$ cat src/bale_pkg.sv
package bale_pkg;

  // Storage geometry
  localparam int CAPACITY = 128;
  localparam int ADDR_W   = $clog2(CAPACITY);
  localparam int CNT_W    = $clog2(CAPACITY + 1);

  // Field widths of the request and result
  localparam int FUNC_W = 3;
  localparam int WORD_W = 32;
  localparam int IDX_W  = 7;
  localparam int POS_W  = 7;
  localparam int OCNT_W = 8;

  // Width wide enough to compare a request index against the live count
  localparam int WIDE_W = (CNT_W > IDX_W + 1) ? CNT_W : IDX_W + 1;

  // Function codes
  localparam logic [FUNC_W-1:0] FN_CLEAR       = 3'd0;
  localparam logic [FUNC_W-1:0] FN_APPEND      = 3'd1;
  localparam logic [FUNC_W-1:0] FN_POP         = 3'd2;
  localparam logic [FUNC_W-1:0] FN_REMOVE_AT   = 3'd3;
  localparam logic [FUNC_W-1:0] FN_SEARCH      = 3'd4;
  localparam logic [FUNC_W-1:0] FN_FIND_REMOVE = 3'd5;

  typedef struct packed {
    logic [FUNC_W-1:0]        func;
    logic signed [WORD_W-1:0] value;
    logic [IDX_W-1:0]         index;
  } req_t;

  typedef struct packed {
    logic              status;
    logic [POS_W-1:0]  position;
    logic [OCNT_W-1:0] count;
  } rsp_t;

  typedef enum logic [1:0] {
    S_IDLE,
    S_SEARCH,
    S_SHIFT,
    S_DONE
  } state_t;

endpackage

$ cat src/bounded_array_list_engine_core.sv
// Packed list of signed 32-bit words with a live count.
// Request channel: in_valid/in_ready carrying in_req (func, value, index).
// Result channel: out_valid/out_ready carrying out_rsp (status, position, count).
// Exactly one result per request, in request order.
// Clear, append, remove-last and unknown codes finish in the accept cycle, as
// do a remove-at with an out-of-range index and a search of an empty list.
// Search reads the word store once per entry through its registered read
// port. Remove-at-index moves each later word down one slot, one read and
// one write per cycle. Find-and-remove is a search followed by that move
// starting at the match.
// One request is worked on at a time; in_ready is high whenever no request is
// in progress, even while a finished result waits in the output register.
// If out_ready stays low, a finished result is parked until the output
// register frees, and no new request is taken meanwhile.
// Reset (rst_n low, synchronous) empties the list; the store itself is not
// cleared and needs no sweep.
module bounded_array_list_engine_core (
  input  logic          clk,
  input  logic          rst_n,
  input  logic          in_valid,
  output logic          in_ready,
  input  bale_pkg::req_t in_req,
  output logic          out_valid,
  input  logic          out_ready,
  output bale_pkg::rsp_t out_rsp
);

  bale_pkg::state_t                  state_r, state_nxt;
  logic [bale_pkg::CNT_W-1:0]        scan_r, scan_nxt;
  logic [bale_pkg::ADDR_W-1:0]       cmp_r, cmp_nxt;
  logic                              pend_r, pend_nxt;
  logic [bale_pkg::CNT_W-1:0]        cnt_r, cnt_nxt;
  logic [bale_pkg::WORD_W-1:0]       value_r, value_nxt;
  logic                              frm_r, frm_nxt;
  bale_pkg::rsp_t                    res_r, res_nxt;
  bale_pkg::rsp_t                    out_r, out_nxt;
  logic                              out_valid_r, out_valid_nxt;

  logic                              mem_we;
  logic [bale_pkg::ADDR_W-1:0]       mem_waddr;
  logic [bale_pkg::WORD_W-1:0]       mem_wdata;
  logic                              mem_re;
  logic [bale_pkg::ADDR_W-1:0]       mem_raddr;
  logic [bale_pkg::WORD_W-1:0]       mem_rdata;

  logic                              out_free;
  logic                              fin;
  logic                              fin_status;
  logic [bale_pkg::POS_W-1:0]        fin_pos;
  bale_pkg::rsp_t                    fin_rsp;
  logic [bale_pkg::CNT_W-1:0]        scan_dec;
  logic [bale_pkg::CNT_W-1:0]        cnt_dec;
  logic [bale_pkg::CNT_W-1:0]        cmp_ext;
  logic                              idx_ok;
  logic                              hit;

  bale_ram #(
    .WIDTH(bale_pkg::WORD_W),
    .DEPTH(bale_pkg::CAPACITY)
  ) u_store (
    .clk  (clk),
    .we   (mem_we),
    .waddr(mem_waddr),
    .wdata(mem_wdata),
    .re   (mem_re),
    .raddr(mem_raddr),
    .rdata(mem_rdata)
  );

  assign in_ready  = (state_r == bale_pkg::S_IDLE);
  assign out_valid = out_valid_r;
  assign out_rsp   = out_r;
  assign out_free  = !out_valid_r || out_ready;

  assign scan_dec = scan_r - bale_pkg::CNT_W'(1);
  assign cnt_dec  = cnt_r - bale_pkg::CNT_W'(1);
  assign cmp_ext  = bale_pkg::CNT_W'(cmp_r);
  assign idx_ok   = bale_pkg::WIDE_W'(in_req.index) < bale_pkg::WIDE_W'(cnt_r);
  assign hit      = pend_r && (mem_rdata == value_r);

  // Next state, store access and result
  always_comb begin
    state_nxt     = state_r;
    scan_nxt      = scan_r;
    cmp_nxt       = cmp_r;
    pend_nxt      = pend_r;
    cnt_nxt       = cnt_r;
    value_nxt     = value_r;
    frm_nxt       = frm_r;
    res_nxt       = res_r;
    out_nxt       = out_r;
    out_valid_nxt = out_valid_r && !out_ready;
    mem_we        = 1'b0;
    mem_waddr     = cnt_r[bale_pkg::ADDR_W-1:0];
    mem_wdata     = in_req.value;
    mem_re        = 1'b0;
    mem_raddr     = scan_r[bale_pkg::ADDR_W-1:0];
    fin           = 1'b0;
    fin_status    = 1'b1;
    fin_pos       = '0;

    unique case (state_r)
      bale_pkg::S_IDLE: begin
        if (in_valid) begin
          value_nxt = in_req.value;
          frm_nxt   = (in_req.func == bale_pkg::FN_FIND_REMOVE);
          unique case (in_req.func) inside
            bale_pkg::FN_CLEAR: begin
              cnt_nxt    = '0;
              fin        = 1'b1;
              fin_status = 1'b0;
            end
            bale_pkg::FN_APPEND: begin
              fin = 1'b1;
              if (cnt_r < bale_pkg::CNT_W'(bale_pkg::CAPACITY)) begin
                mem_we     = 1'b1;
                cnt_nxt    = cnt_r + bale_pkg::CNT_W'(1);
                fin_status = 1'b0;
              end
            end
            bale_pkg::FN_POP: begin
              fin = 1'b1;
              if (cnt_r != '0) begin
                cnt_nxt    = cnt_dec;
                fin_status = 1'b0;
              end
            end
            bale_pkg::FN_REMOVE_AT: begin
              if (idx_ok) begin
                scan_nxt         = bale_pkg::CNT_W'(in_req.index) + bale_pkg::CNT_W'(1);
                pend_nxt         = 1'b0;
                res_nxt.position = '0;
                state_nxt        = bale_pkg::S_SHIFT;
              end else begin
                fin = 1'b1;
              end
            end
            bale_pkg::FN_SEARCH, bale_pkg::FN_FIND_REMOVE: begin
              if (cnt_r != '0) begin
                scan_nxt  = '0;
                pend_nxt  = 1'b0;
                state_nxt = bale_pkg::S_SEARCH;
              end else begin
                fin = 1'b1;
              end
            end
            default: begin
              fin = 1'b1;
            end
          endcase
        end
      end

      // One read issued per cycle; data of the previous read compared
      bale_pkg::S_SEARCH: begin
        if (hit) begin
          if (frm_r) begin
            scan_nxt         = cmp_ext + bale_pkg::CNT_W'(1);
            pend_nxt         = 1'b0;
            res_nxt.position = bale_pkg::POS_W'(cmp_r);
            state_nxt        = bale_pkg::S_SHIFT;
          end else begin
            pend_nxt   = 1'b0;
            fin        = 1'b1;
            fin_status = 1'b0;
            fin_pos    = bale_pkg::POS_W'(cmp_r);
          end
        end else if (pend_r && (cmp_ext == cnt_dec)) begin
          pend_nxt = 1'b0;
          fin      = 1'b1;
        end else begin
          mem_re   = 1'b1;
          cmp_nxt  = scan_r[bale_pkg::ADDR_W-1:0];
          pend_nxt = 1'b1;
          scan_nxt = scan_r + bale_pkg::CNT_W'(1);
        end
      end

      // Read slot j+1, write its word into slot j in the next cycle
      bale_pkg::S_SHIFT: begin
        if (pend_r) begin
          mem_we    = 1'b1;
          mem_waddr = cmp_r;
          mem_wdata = mem_rdata;
        end
        if (scan_r == cnt_r) begin
          cnt_nxt    = cnt_dec;
          pend_nxt   = 1'b0;
          fin        = 1'b1;
          fin_status = 1'b0;
          fin_pos    = res_r.position;
        end else begin
          mem_re   = 1'b1;
          cmp_nxt  = scan_dec[bale_pkg::ADDR_W-1:0];
          pend_nxt = 1'b1;
          scan_nxt = scan_r + bale_pkg::CNT_W'(1);
        end
      end

      bale_pkg::S_DONE: begin
        if (out_free) begin
          out_nxt       = res_r;
          out_valid_nxt = 1'b1;
          state_nxt     = bale_pkg::S_IDLE;
        end
      end

      default: begin
        state_nxt = bale_pkg::S_IDLE;
      end
    endcase

    // Hand the result to the output register, or park it
    fin_rsp = '{status: fin_status, position: fin_pos,
                count: bale_pkg::OCNT_W'(cnt_nxt)};
    if (fin) begin
      if (out_free) begin
        out_nxt       = fin_rsp;
        out_valid_nxt = 1'b1;
        state_nxt     = bale_pkg::S_IDLE;
      end else begin
        res_nxt   = fin_rsp;
        state_nxt = bale_pkg::S_DONE;
      end
    end
  end

  // Control state
  always_ff @(posedge clk) begin
    if (!rst_n) begin
      state_r     <= bale_pkg::S_IDLE;
      pend_r      <= 1'b0;
      cnt_r       <= '0;
      out_valid_r <= 1'b0;
    end else begin
      state_r     <= state_nxt;
      pend_r      <= pend_nxt;
      cnt_r       <= cnt_nxt;
      out_valid_r <= out_valid_nxt;
    end
  end

  // Payload
  always_ff @(posedge clk) begin
    scan_r  <= scan_nxt;
    cmp_r   <= cmp_nxt;
    value_r <= value_nxt;
    frm_r   <= frm_nxt;
    res_r   <= res_nxt;
    out_r   <= out_nxt;
  end

  // Live count never exceeds the store
  a_cnt_bound: assert property (@(posedge clk) disable iff (!rst_n)
    cnt_r <= bale_pkg::CNT_W'(bale_pkg::CAPACITY))
    else $error("live count above capacity");

  // Reads only touch live entries
  a_read_live: assert property (@(posedge clk) disable iff (!rst_n)
    mem_re |-> (bale_pkg::CNT_W'(mem_raddr) < cnt_r))
    else $error("read beyond live entries");

  // A shift write lands below the last live slot
  a_shift_write: assert property (@(posedge clk) disable iff (!rst_n)
    (mem_we && (state_r == bale_pkg::S_SHIFT)) |->
      (bale_pkg::CNT_W'(mem_waddr) < cnt_dec))
    else $error("shift write out of range");

  // Search never runs on an empty list
  a_search_nonempty: assert property (@(posedge clk) disable iff (!rst_n)
    (state_r == bale_pkg::S_SEARCH) |-> (cnt_r != '0))
    else $error("search with empty list");

  // A compare pending in search refers to a live entry
  a_pend_live: assert property (@(posedge clk) disable iff (!rst_n)
    (pend_r && (state_r == bale_pkg::S_SEARCH)) |-> (cmp_ext < cnt_r))
    else $error("pending compare beyond live entries");

endmodule

$ cat src/bale_ram.sv
module bale_ram #(
  parameter int WIDTH = 32,
  parameter int DEPTH = 128
) (
  input  logic                     clk,
  input  logic                     we,
  input  logic [$clog2(DEPTH)-1:0] waddr,
  input  logic [WIDTH-1:0]         wdata,
  input  logic                     re,
  input  logic [$clog2(DEPTH)-1:0] raddr,
  output logic [WIDTH-1:0]         rdata
);

  logic [WIDTH-1:0] mem [DEPTH];

  // One write port, one registered read port
  always_ff @(posedge clk) begin
    if (we) begin
      mem[waddr] <= wdata;
    end
    if (re) begin
      rdata <= mem[raddr];
    end
  end

endmodule
$ cat config.mk
export PLATFORM = sky130hd
export DESIGN_NAME = bounded_array_list_engine_core
export DESIGN_NICKNAME = d
export VERILOG_FILES = /design/src/bale_pkg.sv /design/src/bounded_array_list_engine_core.sv /design/src/bale_ram.sv
export SDC_FILE = /design/constraint.sdc
export NUM_CORES = 2
export LEC_CHECK = 0
export ABC_AREA = 0
export BUFFER_PORTS_ARGS = -buffer_cell sky130_fd_sc_hd__buf_2
export CORE_MARGIN = 3
export CORE_UTILIZATION = 50
export DETAILED_ROUTE_END_ITERATION = 7
export PLACE_DENSITY_LB_ADDON = 0.08
export SYNTH_ARGS = -nofsm -noshare
export SYNTH_HDL_FRONTEND = slang
export SYNTH_SLANG_ARGS = --single-unit
$ cat constraint.sdc
create_clock -name clk -period 7.9 [get_ports clk]
set_clock_uncertainty 0.15 [all_clocks]
set_input_delay 1.185 -clock clk [delete_from_list [all_inputs] [get_ports clk]]
set_output_delay 1.185 -clock clk [all_outputs]
set_load 0.05 [all_outputs]
==> results.sh <==
export IMPL_status="completed"
export IMPL_synth_most_common_cell="edfxtp_1"
export IMPL_crit_arrival_ns=6.02
export IMPL_crit_slowest_cell="nor2_4"
export IMPL_antenna_found_initial=43
export IMPL_leakage_nw=56.8
export IMPL_fin_util_pct=56.8
export IMPL_ff_latch_area_um2=126000
export IMPL_cts_resized=0
export IMPL_fmaxAchievable_mhz=181
export IMPL_cts_sinks=4220
export IMPL_worstPathRequired_ns=8.41
export IMPL_htree_levels=5
export IMPL_path_cells="inv_1 -> ha_1 -> nand2_2 -> nor3_1 -> a31oi_1 -> nand2b_1 -> nand2b_2 -> buf_4 -> nor2_4 -> buf_4"
export IMPL_final_hold_viol_count=0
export IMPL_maxSlewViolCount=0
export IMPL_fin_total_pwr_mw=59.4
export IMPL_synthCells=6980
export IMPL_synthToLayoutAreaGrowth_pct=13.0
export IMPL_path_max_fanout=40
export IMPL_grt_start_max_net_pins=129
export IMPL_stdcell_count=11985
export IMPL_r2r_start="state_r[0]"
export IMPL_rsz0062_at_grt="no"
export IMPL_regToRegEndpoint="u_store.mem[112][25]"
export IMPL_cts_made_buffers=429
export IMPL_ys_top_cells_by_area="edfxtp_1 77%, mux4_2 17%, mux2i_1 0.71%"
export IMPL_avgSynthCellArea_um2=23.4
export IMPL_ys_seq_area_share_pct=77.4
export IMPL_yosys_area_top_type_share_pct=77.0
export IMPL_synth_area_leader_cell="edfxtp_1"
export IMPL_insertion_delay_ns=0.97
export IMPL_synth_cell_types=75
export IMPL_tritoncts="built"
export IMPL_maxCapViolations=0
export IMPL_ir_worst_vdd_mv=0.229
export IMPL_clockRootBuffer="clkbuf_16"
export IMPL_num_vias=77216
export IMPL_io_buffers=63
export IMPL_synth_edff_count=4185
export IMPL_critPathKind="register to register"
export IMPL_crit_path_max_incr_delay_ns=0.91
export IMPL_dp_cells=11170
export IMPL_hold_class="input pin to register"
export IMPL_cts_setup_buffers=0
export IMPL_die_area_um2=333000
export IMPL_syn_area_um2=163000
export IMPL_drc=0
export IMPL_grtUsageTotal_pct=27.1
export IMPL_critPathTopFamily="simple AND/OR/NAND/NOR gates"
export IMPL_multi_input_area_um2=36400
export IMPL_viasPerCell=6.44
export IMPL_final_nets=7340
export IMPL_critical_path_buf_inv_count=3
export IMPL_die_w_um=577
export IMPL_hold_depth=1
export IMPL_synth_ff_type="edfxtp_1"
export IMPL_grt_pass1_wl_mm=625
export IMPL_std_cell_rows=209
export IMPL_gr_total_overflow=0
export IMPL_hold_end="value_r[19]"
export IMPL_hpwlAfterDp_mm=273
export IMPL_yosysWarnings=0
export IMPL_rr_worst_depth=10
export IMPL_ant_nets=0
export IMPL_clk_pin_slew_ns=0.06
export IMPL_tightest_slew_ns=1.29
export IMPL_routabilityCongestion=0.883
export IMPL_core_um2=325000
export IMPL_cp_start_kind="register"
export IMPL_cpMostUsedCell="buf_4"
export IMPL_routedWlPerCell_um=37.6
export IMPL_wirelength_mm=451
export IMPL_hold_buffers=0
export IMPL_crit_path_end_kind="register"
export IMPL_synthesis_nets=7044
export IMPL_ys_seq_elements=4220
export IMPL_first_global_vias=76435
export IMPL_fp_dieH_um=577
export IMPL_whs_ns=0.295
export IMPL_setup_viol=0
export IMPL_fin_crit_ns=5.52
export IMPL_start_util_pct=50.3
export IMPL_synthArstFlopShare_pct=0
export IMPL_cts_path_max_buffers=4
export IMPL_period_share_pct=69.8
export IMPL_first_iter_violations=9770
export IMPL_tns_ns=0
export IMPL_nFillCells=23549
export IMPL_drive_gt1_share_pct=30.9
export IMPL_relSlewSlack_pct=14.0
export IMPL_io_pins=64
export IMPL_hold_path_startpoint="in_req[26]"
export IMPL_yosys_top_cells_count="4185 x edfxtp_1, 1255 x mux4_2, 243 x nand2_1, 198 x nor2_1, 181 x clkbuf_1"
export IMPL_first_pass_iters=5
export IMPL_r2r_slack_ns=2.38
export IMPL_power_density_nw_per_um2=322
[flip-flops by register name, summed over array words and instances (netlist names)]
name	cells
res_r	16
out_rsp	16
cmp_r	7
u_store.mem	4096
out_valid	1
pend_r	1
cnt_r	8
state_r	2
u_store.rdata	32
scan_r	8
frm_r	1
value_r	32
[worst max-delay path by stage]
| stage | from | end | slack, ns | depth (start not counted) |
|---|---|---|---|---|
| floorplan | in_req[40] | u_store.mem[107][0] | 3.20 | 8 |
| global placement | in_req[40] | u_store.mem[113][30] | 1.85 | 8 |
| detailed placement | in_req[40] | u_store.mem[113][11] | 1.87 | 8 |
| CTS | state_r[0] | u_store.mem[112][5] | 2.36 | 10 |
| global route | state_r[0] | u_store.mem[112][25] | 2.22 | 10 |
| finish | state_r[0] | u_store.mem[112][25] | 2.38 | 10 |
[placed cells by master, fill, tap and decap left out, types with 16 or more instances in the layout]
cell type   netlist  final
clkinv_2          0    107
diode_2           0     21
buf_2           118     63
mux2_2           23     23
clkinv_1          0     72
nor3_1           18     18
clkinvlp_4        0     16
ha_1             18     18
mux4_2         1255   1255
nand2_4           0     29
o221ai_1         27     27
edfxtp_1       4185   4185
a21oi_1          51     50
nor2_4            0    128
nor2_1          198     69
xor2_1           22     22
mux2i_1         116    116
buf_12            0     28
nand2_1         243    210
nand3_1          37     31
a211oi_1         23     23
clkbuf_16         0    435
dfxtp_1          35     35
inv_1            27     25
bufinv_16         0     51
buf_4            29    156
clkbuf_1        181     85
xnor2_1          48     48
o22ai_1          32     32
o21ai_0          37     37
nand4_1          16     16
[logic make-up (layout without fill, tap and decap cells)]
group / count (synthesis) / after routing / synth area share (%)
flip-flops: 4220 / 4220 / 77.4
other: 0 / 21 / 0
AO/OA/AOI/OAI: 267 / 267 / 1.15
multiplexers: 1394 / 1394 / 18.2
XOR/XNOR: 70 / 70 / 0.376
buffers and inverters: 410 / 1069 / 1.11
AND/OR/NAND/NOR: 601 / 601 / 1.62
adder cells (fa/ha/maj): 18 / 18 / 0.138
[where the power goes]
group | internal (mW) | switching, mW | leakage (nW) | total, mW
combinational | 5.57 | 8.43 | 12.0 | 14.0
sequential | 24.8 | 0.184 | 37.9 | 25.0
clock | 11.8 | 8.57 | 6.91 | 20.4
total | 42.2 | 17.2 | 56.8 | 59.4
[stage by stage]
step	cell area [um2]	worst slack (ns)
after global placement	170000	1.85
after floorplan	163000	3.20
final	184000	2.38
after detailed placement	170000	1.87
after CTS	184000	2.36
after global routing	184000	2.22
[per-layer routing]
metal  vias up  global-route usage (%)  share of wire [%]
li1      30545                       -                  -
met1     42637                    39.8                 41
met2      3336                    41.2                 47
met3       686                    4.94                8.1
met4        12                    10.1                4.1
met5         -                       0              0.015
[area by class of cell]
cell class | instances | share of cell area [%]
Inverter | 28 | 0.0611
Multi-Input combinational cell | 2350 | 19.7
Timing Repair Buffer | 247 | 1.11
Clock inverter | 273 | 1.56
Tap cell | 4325 | 2.93
Sequential cell | 4220 | 68.5
Antenna cell | 21 | 0.0285
Clock buffer | 521 | 6.08
No activity file was read; power rests on OpenSTA's default activity.
